===== src/design/tcw_pkg.sv =====
// Shared types, constants and codes of the text console writer.
`default_nettype none

package tcw_pkg;

    localparam int ROWS_DEF = 25;
    localparam int COLS_DEF = 80;

    localparam int REQ_W      = 3;
    localparam int CHAR_W     = 8;
    localparam int ROW_W      = 5;
    localparam int COL_W      = 7;
    localparam int COLOR_W    = 8;
    localparam int HW_W       = 12;
    localparam int CFG_IDX_W  = 1;
    localparam int CFG_DATA_W = 8;

    localparam logic [CHAR_W-1:0]  CH_NL = 8'h0A;
    localparam logic [CHAR_W-1:0]  CH_CR = 8'h0D;
    localparam logic [CHAR_W-1:0]  CH_BS = 8'h08;
    localparam logic [CHAR_W-1:0]  CH_SP = 8'h20;
    localparam logic [COLOR_W-1:0] TEXT_COLOR_RST = 8'd7;

    typedef enum logic [CFG_IDX_W-1:0] {
        CFG_TEXT_COLOR     = 1'b0,
        CFG_CURSOR_VISIBLE = 1'b1
    } cfg_idx_t;

    typedef enum logic [REQ_W-1:0] {
        REQ_PUT        = 3'd0,
        REQ_DRAW       = 3'd1,
        REQ_READ       = 3'd2,
        REQ_SET_CURSOR = 3'd3,
        REQ_CLEAR      = 3'd4
    } req_t;

    typedef enum logic [3:0] {
        ST_INIT,
        ST_IDLE,
        ST_EXEC,
        ST_READ,
        ST_SCROLL,
        ST_BLANK,
        ST_CLEAR,
        ST_RESULT
    } state_t;

    typedef enum logic [3:0] {
        CMD_NOP,
        CMD_CAPTURE,
        CMD_REJECT,
        CMD_NEWLINE,
        CMD_RETURN,
        CMD_BACKSPACE,
        CMD_PRINT,
        CMD_DRAW,
        CMD_READ,
        CMD_READ_CAPTURE,
        CMD_SET_CURSOR,
        CMD_CLEAR_START,
        CMD_CLEAR_STEP,
        CMD_SCROLL_STEP,
        CMD_BLANK_STEP,
        CMD_LOAD_OUT
    } cmd_t;

    typedef struct packed {
        logic [COLOR_W-1:0] color;
        logic [CHAR_W-1:0]  ch;
    } cell_t;

    typedef struct packed {
        cmd_t cmd;
        logic in_ready;
    } ctrl_cmd_t;

    typedef struct packed {
        logic             in_valid;
        logic             out_free;
        logic [REQ_W-1:0] req_type;
        logic             byte_high;
        logic             is_nl;
        logic             is_cr;
        logic             is_bs;
        logic             pos_ok;
        logic             col_zero;
        logic             last_row;
        logic             last_col;
        logic             copy_done;
        logic             walk_end;
    } dp_status_t;

endpackage

`default_nettype wire


===== src/design/tcw_ctrl.sv =====
// Controller state machine that sequences each request through the datapath.
`default_nettype none

module tcw_ctrl import tcw_pkg::*; (
    input  logic       clk,
    input  logic       rst_n,
    input  dp_status_t dp_stat,
    output ctrl_cmd_t  ctrl_cmd
);

    state_t state_reg;
    state_t state_next;

    always_ff @(posedge clk or negedge rst_n)
    begin
        if (!rst_n)
        begin
            state_reg <= ST_INIT;
        end
        else
        begin
            state_reg <= state_next;
        end
    end

    always_comb
    begin
        state_next        = state_reg;
        ctrl_cmd.cmd      = CMD_NOP;
        ctrl_cmd.in_ready = 1'b0;
        unique case (state_reg)
            ST_INIT:
            begin
                ctrl_cmd.cmd = CMD_CLEAR_STEP;
                if (dp_stat.walk_end)
                begin
                    state_next = ST_IDLE;
                end
            end
            ST_IDLE:
            begin
                ctrl_cmd.in_ready = 1'b1;
                if (dp_stat.in_valid)
                begin
                    ctrl_cmd.cmd = CMD_CAPTURE;
                    state_next   = ST_EXEC;
                end
            end
            ST_EXEC:
            begin
                state_next = ST_RESULT;
                unique case (dp_stat.req_type)
                    REQ_PUT:
                    begin
                        if (dp_stat.byte_high)
                        begin
                            ctrl_cmd.cmd = CMD_REJECT;
                        end
                        else if (dp_stat.is_nl)
                        begin
                            ctrl_cmd.cmd = CMD_NEWLINE;
                            if (dp_stat.last_row)
                            begin
                                state_next = ST_SCROLL;
                            end
                        end
                        else if (dp_stat.is_cr)
                        begin
                            ctrl_cmd.cmd = CMD_RETURN;
                        end
                        else if (dp_stat.is_bs)
                        begin
                            if (!dp_stat.col_zero)
                            begin
                                ctrl_cmd.cmd = CMD_BACKSPACE;
                            end
                        end
                        else
                        begin
                            ctrl_cmd.cmd = CMD_PRINT;
                            if (dp_stat.last_row && dp_stat.last_col)
                            begin
                                state_next = ST_SCROLL;
                            end
                        end
                    end
                    REQ_DRAW:
                    begin
                        ctrl_cmd.cmd = dp_stat.pos_ok ? CMD_DRAW : CMD_REJECT;
                    end
                    REQ_READ:
                    begin
                        if (dp_stat.pos_ok)
                        begin
                            ctrl_cmd.cmd = CMD_READ;
                            state_next   = ST_READ;
                        end
                        else
                        begin
                            ctrl_cmd.cmd = CMD_REJECT;
                        end
                    end
                    REQ_SET_CURSOR:
                    begin
                        ctrl_cmd.cmd = dp_stat.pos_ok ? CMD_SET_CURSOR : CMD_REJECT;
                    end
                    REQ_CLEAR:
                    begin
                        ctrl_cmd.cmd = CMD_CLEAR_START;
                        state_next   = ST_CLEAR;
                    end
                    default:
                    begin
                        ctrl_cmd.cmd = CMD_REJECT;
                    end
                endcase
            end
            ST_READ:
            begin
                ctrl_cmd.cmd = CMD_READ_CAPTURE;
                state_next   = ST_RESULT;
            end
            ST_SCROLL:
            begin
                ctrl_cmd.cmd = CMD_SCROLL_STEP;
                if (dp_stat.copy_done)
                begin
                    state_next = ST_BLANK;
                end
            end
            ST_BLANK:
            begin
                ctrl_cmd.cmd = CMD_BLANK_STEP;
                if (dp_stat.walk_end)
                begin
                    state_next = ST_RESULT;
                end
            end
            ST_CLEAR:
            begin
                ctrl_cmd.cmd = CMD_CLEAR_STEP;
                if (dp_stat.walk_end)
                begin
                    state_next = ST_RESULT;
                end
            end
            ST_RESULT:
            begin
                if (dp_stat.out_free)
                begin
                    ctrl_cmd.cmd = CMD_LOAD_OUT;
                    state_next   = ST_IDLE;
                end
            end
            default:
            begin
                state_next = ST_INIT;
            end
        endcase
    end

endmodule

`default_nettype wire


===== config.mk =====
export PLATFORM = sky130hd
export DESIGN_NAME = tcw_ctrl
export DESIGN_NICKNAME = d
export VERILOG_FILES = /design/src/design/tcw_pkg.sv /design/src/design/tcw_ctrl.sv
export SDC_FILE = /design/constraint.sdc
export NUM_CORES = 1
export LEC_CHECK = 0
export BUFFER_PORTS_ARGS = -buffer_cell sky130_fd_sc_hd__clkbuf_2
export CAP_MARGIN = 20
export CORE_AREA = 2 2 39 41
export CTS_CLUSTER_SIZE = 25
export DETAILED_ROUTE_END_ITERATION = 12
export DIE_AREA = 0 0 41 43
export PLACE_DENSITY = 0.73
export SLEW_MARGIN = 20
export SYNTH_ARGS = -nofsm -noshare
export SYNTH_HDL_FRONTEND = slang
export SYNTH_SLANG_ARGS = --single-unit

===== constraint.sdc =====
create_clock -name clk -period 1.9 [get_ports clk]
set_input_delay 0.38 -clock clk [delete_from_list [all_inputs] [get_ports clk]]
set_output_delay 0.38 -clock clk [all_outputs]
set_load 0.01 [all_outputs]

== Word level (Yosys, flattened, before mapping) ==
Index checks and enable logic that the tools add are counted.

* Flip-flop bits (word level): 4
* Output and inout bits: 5

* Multiplexer cells: 27
* Eq/ne operators: 16
* Reduce and logical (&&, ||, !) cells: 6

{| class="wikitable"
|+ Operators by type and width
! operator !! number
|-
| two-way mux 4 bit || 14
|-
| case mux 4 bit (7 select lines) || 2
|-
| case mux 4 bit (5 select lines) || 1
|-
| == test 4 x 3 -> 1 bit, second input constant || 4
|-
| case mux 4 bit (3 select lines) || 1
|-
| two-way mux 3 bit || 3
|-
| == test 4 x 2 -> 1 bit, second input constant || 2
|-
| two-way mux 2 bit || 4
|-
| != test 2 bit, second input constant || 4
|-
| == test 3 x 2 -> 1 bit, second input constant || 2
|-
| AND reduction 5 bit || 1
|-
| == test 4 x 1 -> 1 bit, second input constant || 1
|-
| logical NOT 4 bit || 1
|-
| OR reduction 2 bit || 2
|-
| == test 3 x 1 -> 1 bit, second input constant || 1
|-
| == test 3 bit, second input constant || 1
|-
| logical NOT 3 bit || 1
|-
| two-way mux 1 bit || 2
|-
| != test 2 x 1 -> 1 bit, second input constant || 1
|-
| logical AND 1 bit || 1
|}

== Depth between registers and ports, before layout ==
Gate-level depths: netlist of the first run.

* Depth after elaboration: 8
* Depth in mapped cells: 6
* Mapped depth without buffers: 4

== Worst setup path before layout of the first run ==
OpenSTA, ideal clock, no wires.

* Kind: input-to-output
* From: in dp_stat[12] in the netlist's numbering
* To: out ctrl_cmd[3] in the netlist's numbering
* Stages: 5
* Data arrival time: 1511 ps
* Buffers on the path: 1
* Path slack: 9 ps
* Required time: 1520 ps
* Cells stage by stage: buf_6 or4_4 a311oi_2 nor2_1 o21ai_1

{| class="wikitable"
|+ RTL lines
! element !! RTL line !! source
|-
| start, declared || tcw_ctrl.sv:7 || <nowiki>input dp_status_t dp_stat,</nowiki>
|-
| end, declared || tcw_ctrl.sv:8 || <nowiki>output ctrl_cmd_t ctrl_cmd</nowiki>
|}

==> flow_summary.json, run 1 <==
{
  "avgSynthCellArea_um2": 6.93,
  "fill_cells": 147,
  "diodes": 0,
  "antenna_found_initial": 0,
  "status": "finished with violations",
  "clkTransAtPathRegs_ps": 40,
  "cts_made_buffers": 3,
  "synthesis.nets": 82,
  "final_cell_count_no_fill": 107,
  "fin_tns_setup_ps": -2.30,
  "netlist_area_um2": 450,
  "critPathLaunchType": "input pin",
  "io_buffers": 21,
  "fin_hold_ws_ps": 456,
  "track_usage": 0.172,
  "root_buffer": "clkbuf_4",
  "peakVddDrop_mv": 0.346,
  "dieHeight_um": 43,
  "layout_worst_path_cycle_share": 1.00,
  "grt_pass1_vias": 502,
  "final_util": 0.460,
  "cts_sinks": 3,
  "maxCapViolCount": 0,
  "max_freq_ghz": 0.526,
  "clock_latency_ps": 240,
  "nets": 109,
  "tightest_slew_ps": 359,
  "dpl.hpwl_um": 1060,
  "worstPathRequired_ps": 1520,
  "mostFrequentLayoutCells": "clkbuf_2, nor3_1, nand2_1, a21oi_1, nor2_1",
  "wire_per_inst_um": 12.3,
  "arrival_ps": 1520,
  "cts.path.max_buffers": 2,
  "vias": 598,
  "ys_warn_count": 0,
  "endpoint": "ctrl_cmd[3]",
  "largest_register_ffs": 3,
  "hold_violations": 0,
  "drtIter0Drc": 6,
  "multiInputGateArea_um2": 343,
  "ys_seq_area_frac": 0.167,
  "regToRegEndpoint": "state_reg[2]",
  "setup_viol": 1,
  "initial_utilization": 0.325,
  "first_pass_iters": 4,
  "vias_per_cell": 5.59,
  "hold_class": "input pin to register",
  "grt_first_pass_wirelength_um": 2080,
  "worstSetupPathType": "input pin to output port",
  "period_minus_slack_ps": 1900,
  "boundaryPins": 22,
  "synthCells": 65,
  "skew_ps": 1.70,
  "power_density_nw_per_um2": 1160,
  "relSlewSlack": 0.759,
  "num_rows": 14,
  "p_leak_nw": 0.268,
  "gp_congestion": 0.764,
  "drive_above_1_share": 0.407,
  "r2r_cells": 3,
  "startpoint": "dp_stat[12]",
  "area_growth_pct": 41.4,
  "reg2reg_slack_ps": 370,
  "end_kind": "output port",
  "core_um2": 1380,
  "routed_wl_um": 1310,
  "rsz0062_at_grt": "true",
  "grt_overflow": 0,
  "drtAntennaViolNets": 0,
  "final_common_cell": "clkbuf_2",
  "slew_viol_final": 0,
  "remaining_drc_errors": 0,
  "dp_cells": 102,
  "failed_checks": "negative setup slack",
  "cts_max_level": 1,
  "grt_max_degree": 17,
  "die_area_um2": 1760,
  "synth_cell_types": 30,
  "critPathMaxFanout": 2,
  "reg2reg_from": "state_reg[0]",
  "cts_tree": "yes",
  "ys_ff_latch": 3,
  "die_w_um": 41,
  "setup_slack_ps": -2.30,
  "regArea_um2": 77.6
}
power breakdown:
part           total [W]  switching, W  internal [W]
Combinational   0.000430      0.000221      0.000209
Sequential      0.000190     0.0000933     0.0000968
Clock           0.000116     0.0000367     0.0000789
Total           0.000736      0.000351      0.000385
cell families after synthesis:
family | share of synthesized area
AO/OA/AOI/OAI | 0.325
buffers and inverters | 0.0889
multiplexers | 0.0722
flip-flops | 0.167
AND/OR/NAND/NOR | 0.328
XOR/XNOR | 0.0194
how the worst min path moves through the flow:
stage	startpoint	end	slack (ps)	cells past startpoint
global route	dp_stat[13]	state_reg[2]	480	2
CTS	dp_stat[13]	state_reg[2]	450	2
floorplan	rst_n	state_reg[0]	80	0
detailed placement	rst_n	state_reg[2]	180	1
finish	dp_stat[13]	state_reg[2]	460	2
global placement	rst_n	state_reg[1]	180	1
cell usage after synthesis:
master    number  share of area
dfrtp_1        3           0.17
a21oi_1        7          0.078
buf_6          1          0.025
nor3_1         7          0.078
nor4_1         1          0.014
a32o_1         1          0.022
a311oi_2       1          0.033
nand2_1        7          0.058
o21ai_0        3          0.033
or4_4          1          0.025
nor3b_1        1          0.017
inv_1          3          0.025
or3_1          1          0.014
o21a_1         1          0.017
nor2_1         7          0.058
nand4b_1       1          0.019
xnor2_1        1          0.019
o21ai_1        1          0.011
mux2_2         2          0.050
a41oi_1        2          0.039
o32ai_1        2          0.039
or4_2          1          0.019
nand3_1        1          0.011
a311oi_1       1          0.019
o22ai_1        1          0.014
clkbuf_1       2          0.017
o221ai_1       1          0.019
mux2i_1        1          0.022
buf_2          2          0.022
nor2b_1        1          0.014
metrics by stage:
step / area [µm²] / total power [W] / setup slack, ps
after floorplan: 450 / 0.000465 / 8.87
after global placement: 584 / 0.000595 / -74.3
after detailed placement: 584 / 0.000602 / -81.6
after CTS: 624 / 0.000729 / -30.5
after global routing: 637 / 0.000804 / -131
final: 637 / 0.000736 / -2.30
critical path, stage by stage:
cell,delay (ps)
buf_6,90
or4_4,530
a311oi_2,210
nor2_1,60
o21ai_1,110
buf_2,140
timing repair:
| item | 4_1_cts | 5_1_grt |
|---|---|---|
| buffers inserted | 0 | 0 |
| pin swaps | 1 | 0 |
| setup endpoints to repair | 4 | 4 |
| hold endpoints to repair | 3 | 0 |
| hold buffers | 1 | 0 |
| resized for setup | 2 | 4 |
cell type report:
class / instances / area share
clock buffer: 4 / 0.0413
inverter: 3 / 0.0177
multi-input combinational: 54 / 0.538
sequential: 3 / 0.122
tap: 16 / 0.0314
timing repair buffer: 27 / 0.250
routing by layer:
metal	part of all wire	vias to the layer above	track usage	routed length [µm]
met4	0.0076	0	0.0800	10
li1	-	305	-	-
met1	0.41	265	0.235	540
met3	0.073	2	0.0314	96
met5	0	-	0	0
met2	0.51	26	0.250	665
Power figures use the tool's default switching activity.
==> inputs of run 2 (changes only) <==
--- a/config.mk
+++ b/config.mk
@@ -11,6 +11,7 @@
 export CTS_CLUSTER_SIZE = 25
 export DETAILED_ROUTE_END_ITERATION = 12
 export DIE_AREA = 0 0 41 43
+export GPL_TIMING_DRIVEN = 0
 export PLACE_DENSITY = 0.73
 export SLEW_MARGIN = 20
 export SYNTH_ARGS = -nofsm -noshare
==> constraint.sdc (replaced) <==
create_clock -name clk -period 1.9 [get_ports clk]
set_input_delay 0.095 -clock clk [delete_from_list [all_inputs] [get_ports clk]]
set_output_delay 0.095 -clock clk [all_outputs]
set_load 0.01 [all_outputs]
==> run 2 against run 1 <==
Compared with the run above: the flow now finishes without violations; global-route usage down 0.87 points; first-iteration DRC count grew 83%; non-clock buffer count fell by 2; sequential power fell by 43%; critical path depth decreased by 1; cell count down 1.9%; clock power barely moved; worst setup slack improved by 310 ps.
==> flow_summary.json, run 2 (synthesized netlist as in run 1, its figures left out) <==
{
  "status": "completed",
  "area_growth_pct": 33.9,
  "reg2reg_slack_ps": 310,
  "fin_tns_setup_ps": 0,
  "critPathMaxFanout": 10,
  "routed_wl_um": 1250,
  "nets": 107,
  "wl_met1_um": 512,
  "num_rows": 14,
  "worstSetupPathType": "register to output port",
  "period_minus_slack_ps": 1600,
  "arrival_ps": 1500,
  "cts_tree": "yes",
  "dr.max_layer_used": "met4",
  "hold_violations": 0,
  "setup_viol": 0,
  "min_path_cells": 2,
  "power_density_nw_per_um2": 1190,
  "root_buffer": "clkbuf_4",
  "cts_sinks": 3,
  "cts.path.max_buffers": 2,
  "vias_per_cell": 5.65,
  "clkTransAtPathRegs_ps": 30,
  "hold_start": "dp_stat[13]",
  "vias": 593,
  "layout_worst_path_cycle_share": 0.840,
  "end_kind": "output port",
  "final_common_cell": "clkbuf_2",
  "grt_overflow": 0,
  "drtAntennaViolNets": 0,
  "final_cell_count_no_fill": 105,
  "die_w_um": 41,
  "remaining_drc_errors": 0,
  "dr_wl_met3_um": 98,
  "dieHeight_um": 43,
  "dp_cells": 101,
  "p_leak_nw": 0.253,
  "rsz0062_at_grt": "false",
  "met2_length_um": 585,
  "hold_end": "state_reg[2]",
  "fill_cells": 150,
  "die_area_um2": 1760,
  "worstPathRequired_ps": 1800,
  "critPathLaunchType": "register",
  "skew_ps": 1.68,
  "cts_resized": 0,
  "core_um2": 1380,
  "drtIter0Drc": 11,
  "hold_class": "input pin to register",
  "diodes": 0,
  "cts_max_level": 1,
  "track_usage": 0.163,
  "max_freq_ghz": 0.627,
  "slew_viol_final": 0,
  "peakVddDrop_mv": 0.359,
  "grt_first_pass_wirelength_um": 1920,
  "cts_setup_buffers": 0,
  "grt_pass1_vias": 505,
  "regToRegEndpoint": "state_reg[2]",
  "largest_register_ffs": 3,
  "r2r_cells": 4,
  "io_buffers": 20,
  "cts_made_buffers": 3,
  "tightest_slew_ps": 402,
  "maxCapViolCount": 0,
  "dpl.hpwl_um": 1020,
  "antenna_found_initial": 0,
  "drive_above_1_share": 0.348,
  "boundaryPins": 22,
  "clock_latency_ps": 240,
  "initial_utilization": 0.325,
  "reg2reg_from": "state_reg[0]",
  "relSlewSlack": 0.732,
  "wire_per_inst_um": 11.9,
  "mostFrequentLayoutCells": "clkbuf_2, nor3_1, nor2_1, nand2_1, a21oi_1",
  "grt_max_degree": 11,
  "gp_congestion": 0.773,
  "first_pass_iters": 4
}
==> run 2: changes by cell type in the layout (fill, tap and decap cells not counted), sizes merged <==
cell / change
buf: -4
clkbuf: +2
==> run 2: where the power goes <==
part | total [W] | switching (W) | internal, W
clock | 0.000115 | 0.0000363 | 0.0000789
sequential | 0.000109 | 0.0000159 | 0.0000934
combinational | 0.000496 | 0.000288 | 0.000208
==> run 2: through the flow <==
stage                     power (W)  worst slack (ps)   util  cell area, µm²  hold WS [ps]
after floorplan            0.000465               394      -             450          -201
after global placement     0.000605               320  0.412             571          -108
after detailed placement   0.000610               319  0.412             571          -100
after CTS                  0.000731              59.9  0.439             607           164
after global routing       0.000780               187  0.436             603           191
final                      0.000721               305  0.436             603           168
==> run 2: timing repair <==
| action | 4_1_cts | 5_1_grt |
|---|---|---|
| hold endpoints to repair | 3 | 0 |
| endpoints found under the setup margin | 0 | 2 |
| hold buffers | 1 | 0 |
==> run 2: layer usage <==
| layer | GRT usage | vias to the layer above |
|---|---|---|
| met5 | 0 | - |
| met4 | 0.160 | 0 |
| met3 | 0 | 5 |
| met2 | 0.256 | 27 |
| met1 | 0.182 | 265 |
| li1 | - | 296 |
==> run 2: critical path: stages, from the launching register on <==
cell and delay, ps:
dfrtp_1 390, clkbuf_1 350, nor2_1 120, a21oi_1 130, o221ai_1 120, clkbuf_2 140
==> run 2: how the worst max path moves through the flow <==
stage,start,end
after floorplan,state_reg[0],state_reg[2]
after global placement,state_reg[0],state_reg[2]
after detailed placement,state_reg[1],ctrl_cmd[4]
after CTS,state_reg[1],ctrl_cmd[4]
after global routing,state_reg[0],state_reg[2]
final,state_reg[2],ctrl_cmd[1]
==> run 2: cell type report <==
type                       count  area (µm²)  share of cell area
multi-input combinational     54         335               0.556
timing repair buffer          21         110               0.183
tap                           16        20.0              0.0332
sequential                     3        75.1               0.124
inverter                       3        11.3              0.0187
buffer                         4        25.0              0.0415
clock buffer                   4        26.3              0.0436
==> inputs of run 3 (changes only) <==
--- a/config.mk
+++ b/config.mk
@@ -12,7 +12,7 @@
 export DETAILED_ROUTE_END_ITERATION = 12
 export DIE_AREA = 0 0 41 43
 export GPL_TIMING_DRIVEN = 0
-export PLACE_DENSITY = 0.73
+export PLACE_DENSITY = 0.75
 export SLEW_MARGIN = 20
 export SYNTH_ARGS = -nofsm -noshare
 export SYNTH_HDL_FRONTEND = slang
==> constraint.sdc (replaced) <==
create_clock -name clk -period 1.31 [get_ports clk]
set_input_delay 0.0655 -clock clk [delete_from_list [all_inputs] [get_ports clk]]
set_output_delay 0.0655 -clock clk [all_outputs]
set_load 0.01 [all_outputs]
==> run 3 against run 2 <==
Compared with the run above: the run now ends with negative setup slack left; combinational power grew to 2.9 times the previous value; worst setup slack got worse by 460 ps; cell count rose by 11%; flip-flop and latch count stayed put; highest routed layer unchanged.
==> flow_summary.json, run 3 (synthesized netlist as in run 1, its figures left out) <==
{
  "status": "finished with violations",
  "failed_checks": "negative setup slack",
  "gp_congestion": 0.786,
  "reg2reg_from": "state_reg[2]",
  "skew_ps": 2.62,
  "reg2reg_slack_ps": -160,
  "diodes": 0,
  "first_pass_iters": 4,
  "dp_cells": 101,
  "antenna_found_initial": 0,
  "die_w_um": 41,
  "end_kind": "register",
  "vias": 672,
  "p_leak_nw": 0.363,
  "worstPathCellList": "nor2_4 -> nand2_2 -> or3_1 -> a32o_1",
  "num_rows": 14,
  "clkTransAtPathRegs_ps": 40,
  "crit_cells": 4,
  "power_density_nw_per_um2": 2070,
  "layout_worst_path_cycle_share": 1.12,
  "area_growth_pct": 95.8,
  "final_cell_count_no_fill": 117,
  "cp_top_family": "simple AND/OR/NAND/NOR gates",
  "cts.path.max_buffers": 2,
  "slowest_delay_ps": 450,
  "largest_register_ffs": 3,
  "final_common_cell": "clkbuf_2",
  "met2_length_um": 949,
  "io_buffers": 20,
  "placed_area_um2": 592,
  "grt_pass1_vias": 648,
  "peakVddDrop_mv": 0.838,
  "fill_cells": 114,
  "mostFrequentLayoutCells": "clkbuf_2, buf_6, nor3_1, buf_4",
  "worstSetupPathType": "register to register",
  "slew_viol_final": 0,
  "drive_above_1_share": 0.653,
  "setup_slack_ps": -160,
  "wl_met1_um": 655,
  "grt_max_degree": 10,
  "max_freq_ghz": 0.680,
  "dr_wl_met3_um": 78,
  "dieHeight_um": 43,
  "maxCapViolCount": 0,
  "dp_worst_setup_slack_ps": -240,
  "remaining_drc_errors": 0,
  "routed_wl_um": 1740,
  "drtIter0Drc": 17,
  "crit_buf_inv": 0,
  "relSlewSlack": 0.778,
  "fin_area_um2": 882,
  "drtAntennaViolNets": 0,
  "root_buffer": "clkbuf_4",
  "grt_overflow": 0,
  "die_area_um2": 1760,
  "r2r_cells": 4,
  "critPathLaunchType": "register",
  "tightest_slew_ps": 331,
  "cts_sinks": 3,
  "boundaryPins": 22,
  "initial_utilization": 0.325,
  "setup_viol": 8,
  "grt_first_pass_wirelength_um": 2630,
  "core_um2": 1380,
  "hold_violations": 0,
  "clock_latency_ps": 240,
  "cts_made_buffers": 3,
  "worstPathRequired_ps": 1420,
  "arrival_ps": 1580,
  "cts_max_level": 1,
  "regToRegEndpoint": "state_reg[0]",
  "rsz0062_at_grt": "true",
  "vias_per_cell": 5.74,
  "wire_per_inst_um": 14.9,
  "dr.max_layer_used": "met4",
  "nets": 119,
  "dpl.hpwl_um": 1030,
  "period_minus_slack_ps": 1470,
  "startpoint": "state_reg[2]",
  "hold_class": "input pin to async pin",
  "cts_tree": "yes",
  "fin_tns_setup_ps": -745,
  "critPathMaxFanout": 4,
  "track_usage": 0.216,
  "slowest_stage": "dfrtp_2",
  "finalPower_w": 0.00183
}
-- run 3: cell count changes in the layout (fill, tap and decap cells not counted), moves of 3 or more --
cell,before,now
buf_4,0,6
nor2_4,0,4
buf_2,2,5
nor2_1,7,3
a21oi_1,7,4
clkbuf_2,20,15
a21oi_2,0,3
buf_8,0,3
buf_6,1,7
-- run 3: final cells by class --
type                    count  area (µm²)  share of cell area
plain buffers               5        67.6              0.0766
multi-input cells          54         465               0.528
repair buffers             32         211               0.240
well taps                  16        20.0              0.0227
clock buffers               4        26.3              0.0298
flip-flops and latches      3        77.6              0.0879
inverters                   3        13.8              0.0156
-- run 3: routing by layer --
layer | global-route usage | vias up
met5 | 0 | -
met4 | 0.167 | 0
met3 | 0.0838 | 4
met2 | 0.359 | 22
met1 | 0.189 | 322
li1 | - | 324
-- run 3: how the worst max path moves through the flow --
stage	endpoint	slack (ps)
final	state_reg[0]	-160
after global routing	state_reg[0]	-210
after CTS	ctrl_cmd[4]	-120
after detailed placement	ctrl_cmd[4]	-240
after global placement	ctrl_cmd[4]	-250
after floorplan	ctrl_cmd[4]	-30
-- run 3: power breakdown --
part | leakage (nW) | switching (W) | total (W) | internal (W)
combinational | 0.317 | 0.000700 | 0.00146 | 0.000762
clock | 0.0150 | 0.0000523 | 0.000167 | 0.000114
sequential | 0.0305 | 0.0000573 | 0.000198 | 0.000140
-- run 3: timing repair --
action | CTS | global route
endpoints found under the setup margin | 7 | 8
setup buffers | 10 | 1
pin swaps | 10 | 10
resized for setup | 28 | 22
hold endpoints to repair | 3 | 0
hold buffers | 1 | 0
-- run 3: through the flow --
step | utilization | hold slack (ps)
after CTS | 0.584 | 163
final | 0.637 | 162
after floorplan | - | -230
after global routing | 0.637 | 192
after global placement | 0.428 | -138
after detailed placement | 0.428 | -129
